**src/hdl/mmh_pkg.sv**
```systemverilog
// Package for the MurmurHash3 x86_32 key hasher.
// Holds state and command types, hash constants and small bit functions.
// Used by mmh_csr, mmh_ctrl, mmh_dp and murmur3_32_key_hash.
package mmh_pkg;

   localparam int unsigned CSR_ADDR_W = 2;
   localparam logic [CSR_ADDR_W-1:0] CSR_ADDR_SEED = 2'd0;

   localparam logic [31:0] SEED_RESET = 32'ha5a5a5a5;
   localparam logic [31:0] MIX_C1     = 32'hcc9e2d51;
   localparam logic [31:0] MIX_C2     = 32'h1b873593;
   localparam logic [31:0] FOLD_ADD   = 32'he6546b64;
   localparam logic [31:0] AVAL_M1    = 32'h85ebca6b;
   localparam logic [31:0] AVAL_M2    = 32'hc2b2ae35;
   localparam logic [2:0]  FULL_BYTES = 3'd4;

   typedef enum logic [2:0] {
      ST_IDLE,
      ST_MIX1,
      ST_MIX2,
      ST_FOLD,
      ST_AVAL1,
      ST_AVAL2,
      ST_EMIT
   } state_type;

   typedef struct packed {
      logic load;
      logic mix1;
      logic mix2;
      logic fold;
      logic aval1;
      logic aval2;
      logic emit;
   } cmd_type;

   typedef struct packed {
      logic last;
      logic out_free;
   } status_type;

   function automatic logic [31:0] rotl32(input logic [31:0] v, input int unsigned r);
      rotl32 = (v << r) | (v >> (32 - r));
   endfunction

   function automatic logic [31:0] tail_mask(input logic [1:0] nb);
      case (nb)
         2'd0:    tail_mask = 32'h00000000;
         2'd1:    tail_mask = 32'h000000ff;
         2'd2:    tail_mask = 32'h0000ffff;
         default: tail_mask = 32'h00ffffff;
      endcase
   endfunction

endpackage

```
**src/hdl/mmh_csr.sv**
```systemverilog
// Configuration register file of the key hasher: the seed register.
// Depends on mmh_pkg for the address map and reset value.
module mmh_csr import mmh_pkg::*; (
   input  logic                  clock,
   input  logic                  reset,
   input  logic                  csr_psel,
   input  logic                  csr_penable,
   input  logic                  csr_pwrite,
   input  logic [CSR_ADDR_W-1:0] csr_paddr,
   input  logic [31:0]           csr_pwdata,
   output logic [31:0]           csr_prdata,
   output logic                  csr_pready,
   output logic [31:0]           seed
);

   logic [31:0] seed_ff;
   logic [31:0] seed_in;

   always_comb begin
      seed_in = seed_ff;
      if (csr_psel && csr_penable && csr_pwrite && csr_paddr == CSR_ADDR_SEED) begin
         seed_in = csr_pwdata;
      end
   end

   always_ff @(posedge clock) begin
      if (reset) begin
         seed_ff <= SEED_RESET;
      end else begin
         seed_ff <= seed_in;
      end
   end

   always_comb begin
      unique case (csr_paddr)
         CSR_ADDR_SEED: csr_prdata = seed_ff;
         default:       csr_prdata = 32'd0;
      endcase
   end

   assign csr_pready = 1'b1;
   assign seed       = seed_ff;

endmodule

```
**src/hdl/mmh_ctrl.sv**
```systemverilog
// Sequencing state machine of the key hasher; depends on mmh_pkg.
// Issues one datapath command per cycle unless the output stalls.
module mmh_ctrl import mmh_pkg::*; (
   input  logic       clock,
   input  logic       reset,
   input  logic       req_valid,
   output logic       req_ready,
   input  status_type status,
   output cmd_type    cmd
);

   state_type state_ff;
   state_type state_in;

   always_ff @(posedge clock) begin
      if (reset) begin
         state_ff <= ST_IDLE;
      end else begin
         state_ff <= state_in;
      end
   end

   always_comb begin
      state_in  = state_ff;
      cmd       = '0;
      req_ready = 1'b0;
      unique case (state_ff)
         ST_IDLE: begin
            req_ready = 1'b1;
            if (req_valid) begin
               cmd.load = 1'b1;
               state_in = ST_MIX1;
            end
         end
         ST_MIX1: begin
            cmd.mix1 = 1'b1;
            state_in = ST_MIX2;
         end
         ST_MIX2: begin
            cmd.mix2 = 1'b1;
            state_in = ST_FOLD;
         end
         ST_FOLD: begin
            cmd.fold = 1'b1;
            state_in = status.last ? ST_AVAL1 : ST_IDLE;
         end
         ST_AVAL1: begin
            cmd.aval1 = 1'b1;
            state_in  = ST_AVAL2;
         end
         ST_AVAL2: begin
            cmd.aval2 = 1'b1;
            state_in  = ST_EMIT;
         end
         ST_EMIT: begin
            // hold until the output register is free
            if (status.out_free) begin
               cmd.emit = 1'b1;
               state_in = ST_IDLE;
            end
         end
         default: begin
            state_in = ST_IDLE;
         end
      endcase
   end

endmodule

```
**src/hdl/mmh_dp.sv**
```systemverilog
// Datapath of the key hasher: word mix, hash fold, avalanche and result register.
// Driven by mmh_ctrl commands; depends on mmh_pkg.
module mmh_dp import mmh_pkg::*; (
   input  logic        clock,
   input  logic        reset,
   input  cmd_type     cmd,
   output status_type  status,
   input  logic [31:0] seed,
   input  logic [31:0] req_key_word,
   input  logic [2:0]  req_word_bytes,
   input  logic        req_last_word,
   output logic        rsp_valid,
   input  logic        rsp_ready,
   output logic [31:0] rsp_hash_value
);

   logic [31:0] word_ff,  word_in;
   logic [2:0]  nb_ff,    nb_in;
   logic        last_ff,  last_in;
   logic [31:0] k_ff,     k_in;
   logic [31:0] hash_ff,  hash_in;
   logic [31:0] total_ff, total_in;
   logic        start_ff, start_in;
   logic [31:0] aval_ff,  aval_in;
   logic [31:0] out_ff,   out_in;
   logic        valid_ff, valid_in;

   logic [2:0]  nb_clamp;
   logic [31:0] h_base;
   logic [31:0] t_base;
   logic [31:0] h_new;
   logic [31:0] h_mix;
   logic [31:0] h_fin;

   always_comb begin
      nb_clamp = (req_word_bytes > FULL_BYTES) ? FULL_BYTES : req_word_bytes;
      h_base   = start_ff ? seed : hash_ff;
      t_base   = start_ff ? 32'd0 : total_ff;
      h_mix    = rotl32(h_base ^ k_ff, 13);
      if (nb_ff == FULL_BYTES) begin
         h_new = (h_mix << 2) + h_mix + FOLD_ADD;
      end else if (nb_ff != 3'd0) begin
         h_new = h_base ^ k_ff;
      end else begin
         h_new = h_base;
      end
      total_in = t_base + {29'd0, nb_ff};
      h_fin    = h_new ^ total_in;
   end

   always_comb begin
      word_in  = word_ff;
      nb_in    = nb_ff;
      last_in  = last_ff;
      k_in     = k_ff;
      hash_in  = hash_ff;
      start_in = start_ff;
      aval_in  = aval_ff;
      out_in   = out_ff;
      valid_in = valid_ff && !rsp_ready;
      if (cmd.load) begin
         word_in = (nb_clamp == FULL_BYTES) ? req_key_word
                                            : (req_key_word & tail_mask(nb_clamp[1:0]));
         nb_in   = nb_clamp;
         last_in = req_last_word;
      end
      if (cmd.mix1) begin
         k_in = word_ff * MIX_C1;
      end
      if (cmd.mix2) begin
         k_in = rotl32(k_ff, 15) * MIX_C2;
      end
      if (cmd.fold) begin
         hash_in  = h_new;
         start_in = last_ff;
         aval_in  = h_fin ^ (h_fin >> 16);
      end
      if (cmd.aval1) begin
         aval_in = aval_ff * AVAL_M1;
      end
      if (cmd.aval2) begin
         aval_in = (aval_ff ^ (aval_ff >> 13)) * AVAL_M2;
      end
      if (cmd.emit) begin
         out_in   = aval_ff ^ (aval_ff >> 16);
         valid_in = 1'b1;
      end
   end

   always_ff @(posedge clock) begin
      if (reset) begin
         start_ff <= 1'b1;
         valid_ff <= 1'b0;
      end else begin
         start_ff <= start_in;
         valid_ff <= valid_in;
      end
   end

   always_ff @(posedge clock) begin
      word_ff  <= word_in;
      nb_ff    <= nb_in;
      last_ff  <= last_in;
      k_ff     <= k_in;
      hash_ff  <= hash_in;
      aval_ff  <= aval_in;
      out_ff   <= out_in;
      if (cmd.fold) begin
         total_ff <= total_in;
      end
   end

   assign status.last     = last_ff;
   assign status.out_free = !valid_ff || rsp_ready;
   assign rsp_valid       = valid_ff;
   assign rsp_hash_value  = out_ff;

endmodule

```
**src/hdl/murmur3_32_key_hash.sv**
```systemverilog
// Top level of the MurmurHash3 x86_32 key hasher.
// Instantiates mmh_csr, mmh_ctrl and mmh_dp; depends on mmh_pkg.
//
//   channel  ports                                         role
//   req      req_valid/ready, key_word, word_bytes, last   key words in
//   rsp      rsp_valid/ready, hash_value                   finished hash out
//   csr      csr_psel/penable/pwrite/paddr/pwdata/...      seed register
//
// Each item passes through capture, two multiply stages of the word mix, then fold.
// A last item then passes through the avalanche (two multiply stages, then the result
// register), and waits there while the result register stays full.
// Reset is synchronous; after it the seed is 0xa5a5a5a5 and the next item starts a key.
// A stalled result does not block the next item until its avalanche reaches the output.
module murmur3_32_key_hash import mmh_pkg::*; (
   input  logic                  clock,
   input  logic                  reset,
   input  logic                  req_valid,
   output logic                  req_ready,
   input  logic [31:0]           req_key_word,
   input  logic [2:0]            req_word_bytes,
   input  logic                  req_last_word,
   output logic                  rsp_valid,
   input  logic                  rsp_ready,
   output logic [31:0]           rsp_hash_value,
   input  logic                  csr_psel,
   input  logic                  csr_penable,
   input  logic                  csr_pwrite,
   input  logic [CSR_ADDR_W-1:0] csr_paddr,
   input  logic [31:0]           csr_pwdata,
   output logic [31:0]           csr_prdata,
   output logic                  csr_pready
);

   logic [31:0] seed;
   cmd_type     cmd;
   status_type  status;

   mmh_csr u_csr (
      .clock       (clock),
      .reset       (reset),
      .csr_psel    (csr_psel),
      .csr_penable (csr_penable),
      .csr_pwrite  (csr_pwrite),
      .csr_paddr   (csr_paddr),
      .csr_pwdata  (csr_pwdata),
      .csr_prdata  (csr_prdata),
      .csr_pready  (csr_pready),
      .seed        (seed)
   );

   mmh_ctrl u_ctrl (
      .clock     (clock),
      .reset     (reset),
      .req_valid (req_valid),
      .req_ready (req_ready),
      .status    (status),
      .cmd       (cmd)
   );

   mmh_dp u_dp (
      .clock          (clock),
      .reset          (reset),
      .cmd            (cmd),
      .status         (status),
      .seed           (seed),
      .req_key_word   (req_key_word),
      .req_word_bytes (req_word_bytes),
      .req_last_word  (req_last_word),
      .rsp_valid      (rsp_valid),
      .rsp_ready      (rsp_ready),
      .rsp_hash_value (rsp_hash_value)
   );

endmodule

```
**config.mk**
```make
export PLATFORM = sky130hd
export DESIGN_NAME = murmur3_32_key_hash
export DESIGN_NICKNAME = d
export VERILOG_FILES = /design/src/hdl/mmh_pkg.sv /design/src/hdl/mmh_csr.sv /design/src/hdl/mmh_ctrl.sv /design/src/hdl/mmh_dp.sv /design/src/hdl/murmur3_32_key_hash.sv
export SDC_FILE = /design/constraint.sdc
export NUM_CORES = 2
export LEC_CHECK = 0
export BUFFER_PORTS_ARGS = -buffer_cell sky130_fd_sc_hd__buf_2
export CAP_MARGIN = 20
export CORE_ASPECT_RATIO = 0.75
export CORE_MARGIN = 1.5
export CORE_UTILIZATION = 50
export DETAILED_ROUTE_END_ITERATION = 12
export PLACE_DENSITY = 0.65
export SKIP_CTS_REPAIR_TIMING = 1
export SLEW_MARGIN = 20
export SYNTH_ARGS = -nofsm -noshare
export SYNTH_HDL_FRONTEND = slang
export SYNTH_SLANG_ARGS = --single-unit
```
**constraint.sdc**
```tcl
create_clock -name clock -period 7.9 [get_ports clock]
set_input_delay 1.58 -clock clock [delete_from_list [all_inputs] [get_ports clock]]
set_output_delay 1.58 -clock clock [all_outputs]
set_load 0.02 [all_outputs]
```
## Word level (Yosys, flattened, before mapping)

Cells that the tools add are included.

- $lt $le $gt $ge: 1
- Add/sub/neg operators: 3
- Multipliers: 4
- Reductions and logical operators: 14
- Bitwise logic cells: 8
- Equal/unequal tests: 12
- Multiplexer cells: 29

Operators by type and width:

| operator | number |
|---|---|
| 32-bit two-way mux | 12 |
| 24-bit one-hot mux with 3 select lines | 1 |
| 32-bit by 31-bit multiplier with 32-bit output, second input constant | 2 |
| 32-bit by 16-bit XOR with 32-bit output | 2 |
| 32-bit XOR | 2 |
| 32-bit by 3-bit adder with 32-bit output | 1 |
| 32-bit adder | 1 |
| 32-bit adder, second input constant | 1 |
| 32-bit AND | 1 |
| 32-bit by 29-bit multiplier with 32-bit output, second input constant | 1 |
| 32-bit by 32-bit multiplier with 32-bit output, second input constant | 1 |
| 32-bit by 13-bit bitwise OR with 32-bit output | 1 |
| 32-bit by 15-bit bitwise OR with 32-bit output | 1 |
| 32-bit by 19-bit XOR with 32-bit output | 1 |
| 3-bit one-hot mux with 7 select lines | 1 |
| 3-bit equality test, second input constant | 5 |
| 3-bit two-way mux | 4 |
| 1-bit two-way mux | 11 |
| 3-bit by 2-bit equality test with 1-bit output, second input constant | 2 |
| 3-bit nonzero test | 2 |
| 1-bit logical AND | 4 |
| 2-bit logical NOT | 2 |
| 2-bit inequality test, second input constant | 2 |
| 3-bit by 1-bit equality test with 1-bit output, second input constant | 1 |
| other kinds (8) | 9 |

- Logic and storage cells: 83
- Output and inout bits: 67
- Register bits: 233
- Input bits: 77

## Longest topological paths before layout

- Word-level depth: 11
- Depth in mapped cells: 30
- Mapped depth without buffers: 30

## Modules after synthesis

Synthesis repeated with hierarchy kept, for this count alone.

- Cells, all modules: 4738
- Area total of the unflattened synthesis: 47155.2 um^2

By module, submodules not included:

| module | area each (um^2) | instances | cells an instance |
|---|---|---|---|
| mmh_dp | 45318.5 | 1 | 4537 |
| mmh_csr | 1631.6 | 1 | 178 |
| mmh_ctrl | 205.2 | 1 | 23 |

## Worst setup path before layout

OpenSTA, ideal clock, no wires.

- Kind: register to register
- From: reg u_dp.aval_ff[20]
- To: reg u_dp.aval_ff[30] (data pin)
- Path slack: 0.706 ns
- Cell stages (with the launch flop): 29
- Buffers on the path: 0
- Clock period less this slack: 7.194 ns
- Arrival: 6.924 ns
- Library setup time: 0.270 ns
- Cell sequence: edfxtp_1 xnor2_1 inv_1 ha_1 inv_1 fa_1 fa_1 fa_1 inv_1 fa_1 inv_1 fa_1 inv_1 fa_1 inv_1 fa_1 inv_1 ha_1 inv_1 o211ai_1 o311ai_0 nand2b_1 o21ai_0 o2111a_1 o21a_1 nor2_1 xnor2_1 mux2i_1 a21oi_1

- Longest elaborated chain between the ends: 3
- Elaborated cells on any way between the ends: 5
- Those cells by class: mul (2); mux (2); bitwise (1)

RTL lines:

| what | RTL line | source |
|---|---|---|
| from (decl) | mmh_dp.sv:24 | `logic [31:0] aval_ff, aval_in;` |
| from (signal assigned) | mmh_dp.sv:106 | `aval_ff <= aval_in;` |
| 32-bit by 32-bit multiplier with 32-bit output or 32-bit by 19-bit XOR with 32-bit output (tied branches) | mmh_dp.sv:79, mmh_dp.sv:82 |  |
| 32-bit two-way mux or 32-bit by 31-bit multiplier with 32-bit output (tied branches) | mmh_dp.sv:78, mmh_dp.sv:82 |  |
| 32-bit two-way mux * | mmh_dp.sv:81 | `if (cmd.aval2) begin` |
| net u_dp.aval_in[30] | mmh_dp.sv:24 |  |

Mark *: on every way through the listed nets, which the timed path passes. The rest lies on a longest branch.
A chain may end at the register's enable or synchronous reset.

## Worst setup path after layout

- From: reg u_dp.aval_ff[10]
- To: reg u_dp.aval_ff[31] (data pin)

The elaborated chain is that of the path after synthesis.

==> impl_metrics.prom <==
# TYPE chip_impl_metric gauge
chip_impl_info{name="run_status",value="completed"} 1
chip_impl_metric{name="detail_route.first_pass.iterations",unit=""} 6
chip_impl_metric{name="asyncSetResetFlopFracSynth",unit="%"} 0
chip_impl_metric{name="syn2layout_area_growth",unit="%"} 8.23
chip_impl_metric{name="n_fill_cell",unit=""} 8298
chip_impl_info{name="category_of_the_worst_setup_path_launch_point",value="flop"} 1
chip_impl_metric{name="die-area",unit="sq mm"} 0.0953
chip_impl_metric{name="coreArea",unit="sq mm"} 0.0920
chip_impl_metric{name="globalplace.congestion",unit=""} 0.991
chip_impl_metric{name="final.setup.worst_slack",unit="ps"} 328
chip_impl_metric{name="clock_latency_on_the_worst_skew_pair",unit="ps"} 640
chip_impl_info{name="layout.cells.most_common_list",value="1354 x sky130_fd_sc_hd__inv_1, 794 x sky130_fd_sc_hd__ha_1, 733 x sky130_fd_sc_hd__fa_1"} 1
chip_impl_info{name="critPathKind",value="flop to flop"} 1
chip_impl_metric{name="largest_net_degree_at_the_start_of_global_routing",unit=""} 72
chip_impl_metric{name="finalHoldWorstSlack",unit="ps"} 480
chip_impl_metric{name="start_util",unit="%"} 50.8
chip_impl_metric{name="worst_ep_required_time",unit="ps"} 8360
chip_impl_metric{name="floorplan.rows",unit=""} 96
chip_impl_metric{name="hold_viol",unit=""} 0
chip_impl_metric{name="path_max_fanout",unit=""} 7
chip_impl_info{name="worstSetupEndpointType",value="flop"} 1
chip_impl_metric{name="yosys_warnings",unit=""} 0
chip_impl_metric{name="die_width",unit="um"} 356
chip_impl_metric{name="netlist_instances",unit=""} 4727
chip_impl_metric{name="final.setup_skew",unit="ps"} 22.3
chip_impl_metric{name="clkSinkCount",unit=""} 233
chip_impl_metric{name="first_global_vias",unit=""} 34400
chip_impl_metric{name="clock_pin_slew_of_the_registers_on_the_worst_case_setup_and_hold_paths",unit="ps"} 60
chip_impl_metric{name="drt_wl_total",unit="um"} 141000
chip_impl_metric{name="drc",unit=""} 0
chip_impl_metric{name="postSynthRegisterBits",unit=""} 233
chip_impl_metric{name="timing.max_cap.violations",unit=""} 0
chip_impl_info{name="clockRootBuffer",value="sky130_fd_sc_hd__clkbuf_16"} 1
chip_impl_metric{name="worst-slew-pin-transition",unit="ps"} 1010
chip_impl_info{name="clock_tree_from_tritoncts",value="done"} 1
chip_impl_metric{name="wire_length_of_the_first_global_routing_pass",unit="um"} 216000
chip_impl_metric{name="final_net_count",unit=""} 6537
chip_impl_info{name="synth_largest_area_cell",value="sky130_fd_sc_hd__fa_1"} 1
chip_impl_metric{name="detailedPlacementHpwl",unit="um"} 122000
chip_impl_metric{name="die_h",unit="um"} 268
chip_impl_metric{name="antenna_found_initial",unit=""} 0
chip_impl_info{name="worst_hold_path_type",value="flop to flop"} 1
chip_impl_metric{name="place_ws",unit="ps"} 362
chip_impl_metric{name="multi_input_comb_area",unit="sq mm"} 0.0348
chip_impl_metric{name="synth_enable_flop_cells",unit=""} 196
chip_impl_info{name="rsz0062_at_grt",value="false"} 1
chip_impl_metric{name="cts_made_buffers",unit=""} 31
chip_impl_metric{name="period_needed",unit="ps"} 7570
chip_impl_metric{name="num_io_pins",unit=""} 144
chip_impl_metric{name="cts.htree.levels",unit=""} 1
chip_impl_metric{name="finalSetupViolations",unit=""} 0
chip_impl_metric{name="average_vias_per_placed_instance",unit=""} 5.35
chip_impl_info{name="mostFrequentLayoutCell",value="sky130_fd_sc_hd__inv_1"} 1
chip_impl_metric{name="ys_seq_area_share",unit="%"} 14.2
chip_impl_metric{name="worst_endpoint_data_arrival_time",unit="ps"} 8030
chip_impl_metric{name="final.period_utilization",unit="%"} 95.9
chip_impl_metric{name="vias",unit=""} 33100
chip_impl_metric{name="slew_violations",unit=""} 0
chip_impl_info{name="cell_types_with_the_largest_area_share_after_synthesis",value="sky130_fd_sc_hd__fa_1 31%, sky130_fd_sc_hd__ha_1 21%, sky130_fd_sc_hd__edfxtp_1 13%, sky130_fd_sc_hd__inv_1 11%, sky130_fd_sc_hd__xnor2_1 5.2%"} 1
chip_impl_metric{name="gr-usage-all-layers",unit="%"} 30.6
chip_impl_metric{name="ctsLongestPathBuffers",unit=""} 3
chip_impl_metric{name="finalSetupTns",unit="ps"} 0
chip_impl_metric{name="port_buffers",unit=""} 142
chip_impl_metric{name="synth_area_per_cell",unit="sq um"} 9.88
chip_impl_metric{name="number_of_nets_in_the_synthesized_netlist",unit=""} 6331
chip_impl_metric{name="synth.cell_area",unit="sq mm"} 0.0467
chip_impl_metric{name="wire_per_inst",unit="um"} 22.8
chip_impl_metric{name="fmax",unit="MHz"} 132
chip_impl_metric{name="share_of_final_layout_standard_cells_stronger_than_drive_strength_1",unit="%"} 6.74
chip_impl_metric{name="antenna_nets_post_route",unit=""} 0
chip_impl_metric{name="initialDrtViolationCount",unit=""} 2868
chip_impl_info{name="synth_ff_type",value="sky130_fd_sc_hd__edfxtp_1"} 1
chip_impl_metric{name="gr-total-overflow",unit=""} 0
chip_impl_metric{name="synth_cell_type_count",unit=""} 81
chip_impl_metric{name="worst_slew_margin",unit="%"} 32.8
chip_impl_metric{name="ff_latch_area",unit="sq mm"} 0.00663
chip_impl_metric{name="synth.top_cell.area_share",unit="%"} 31.4
critical path: stages (launching register included):
cell and delay (ps):
sky130_fd_sc_hd__edfxtp_1 680, sky130_fd_sc_hd__inv_1 290, sky130_fd_sc_hd__fa_1 540, sky130_fd_sc_hd__inv_1 60
sky130_fd_sc_hd__fa_1 460, sky130_fd_sc_hd__fa_1 490, sky130_fd_sc_hd__inv_1 50, sky130_fd_sc_hd__fa_1 470
sky130_fd_sc_hd__fa_1 540, sky130_fd_sc_hd__inv_1 50, sky130_fd_sc_hd__fa_1 460, sky130_fd_sc_hd__fa_1 490
sky130_fd_sc_hd__inv_1 50, sky130_fd_sc_hd__fa_1 480, sky130_fd_sc_hd__inv_1 40, sky130_fd_sc_hd__ha_1 310
sky130_fd_sc_hd__nand4_1 110, sky130_fd_sc_hd__o211ai_1 160, sky130_fd_sc_hd__a221o_1 400, sky130_fd_sc_hd__a41o_1 260
sky130_fd_sc_hd__or4_1 390, sky130_fd_sc_hd__o21ai_1 110, sky130_fd_sc_hd__xnor2_1 80, sky130_fd_sc_hd__or3_1 310
sky130_fd_sc_hd__o211ai_1 110
synth_stat cells (all sizes together) (27+ instances only):
| master | instances |
|---|---|
| a211oi | 41 |
| a21o | 48 |
| a21oi | 153 |
| and2 | 48 |
| clkbuf | 61 |
| dfxtp | 37 |
| edfxtp | 196 |
| fa | 733 |
| ha | 794 |
| inv | 1355 |
| mux2i | 36 |
| nand2 | 175 |
| nand2b | 35 |
| nand3 | 33 |
| nor2 | 121 |
| nor2b | 54 |
| nor3 | 36 |
| o21ai | 131 |
| or3 | 27 |
| xnor2 | 279 |
| xor2 | 86 |
metrics by stage:
step,instances,utilization (%),cell area (sq um)
3_5_place_dp,6121,53.7,49400
2_1_floorplan,4727,-,46700
5_1_grt,6182,55.0,50600
4_1_cts,6178,54.8,50500
6_report,6183,55.0,50600
3_3_place_gp,6121,53.7,49400
area by class of cell:
type | count | share of cell area (%)
clock inverter | 16 | 0.260
clock buffer | 41 | 1.75
timing repair buffer | 240 | 2.89
antenna | 1 | 0.00495
inverter | 1356 | 10.1
sequential | 233 | 13.1
tap | 1225 | 3.03
multi-input combinational | 3071 | 68.9
logic make-up after synthesis:
group,count (synthesis),share of synthesized area [%]
adders and majority gates,1527,52.7
buffers and inverters,1423,11.5
and+or+nand+nor,598,6.48
AOI/OAI and AO/OA,534,7.28
xor gates and xnor gates,367,6.94
DFF,233,14.2
muxes,44,0.964
other,1,0.00803
metal layers:
metal | GRT usage (%) | up-vias | part of all wire [%]
met5 | 0 | - | 0
met4 | 6.20 | 0 | 2.5
met3 | 6.15 | 163 | 8.8
met2 | 45.6 | 1186 | 42
met1 | 46.2 | 16500 | 47
li1 | - | 15300 | -
worst paths after layout:
path | to | slack [ps] | from | cells past startpoint
setup / recovery | u_dp.aval_ff[31] | 330 | u_dp.aval_ff[10] | 24
hold / removal | u_csr.seed[4] | 480 | u_csr.seed[4] | 2
setup reg to reg | u_dp.aval_ff[31] | 330 | u_dp.aval_ff[10] | 24
hold reg to reg | u_csr.seed[4] | 480 | u_csr.seed[4] | 2
sequential cells by signal (all words and copies together) (netlist names):
name	count
u_ctrl.state_ff	3
u_dp.hash_ff	32
u_dp.start_ff	1
u_dp.nb_ff	3
u_csr.seed	32
u_dp.aval_ff	32
u_dp.word_ff	32
u_dp.rsp_hash_value	32
u_dp.last_ff	1
u_dp.total_ff	32
u_dp.rsp_valid	1
u_dp.k_ff	32
Power is not shown: default switching activity piles up to over one toggle a cycle in this logic, so the estimate is an artifact.
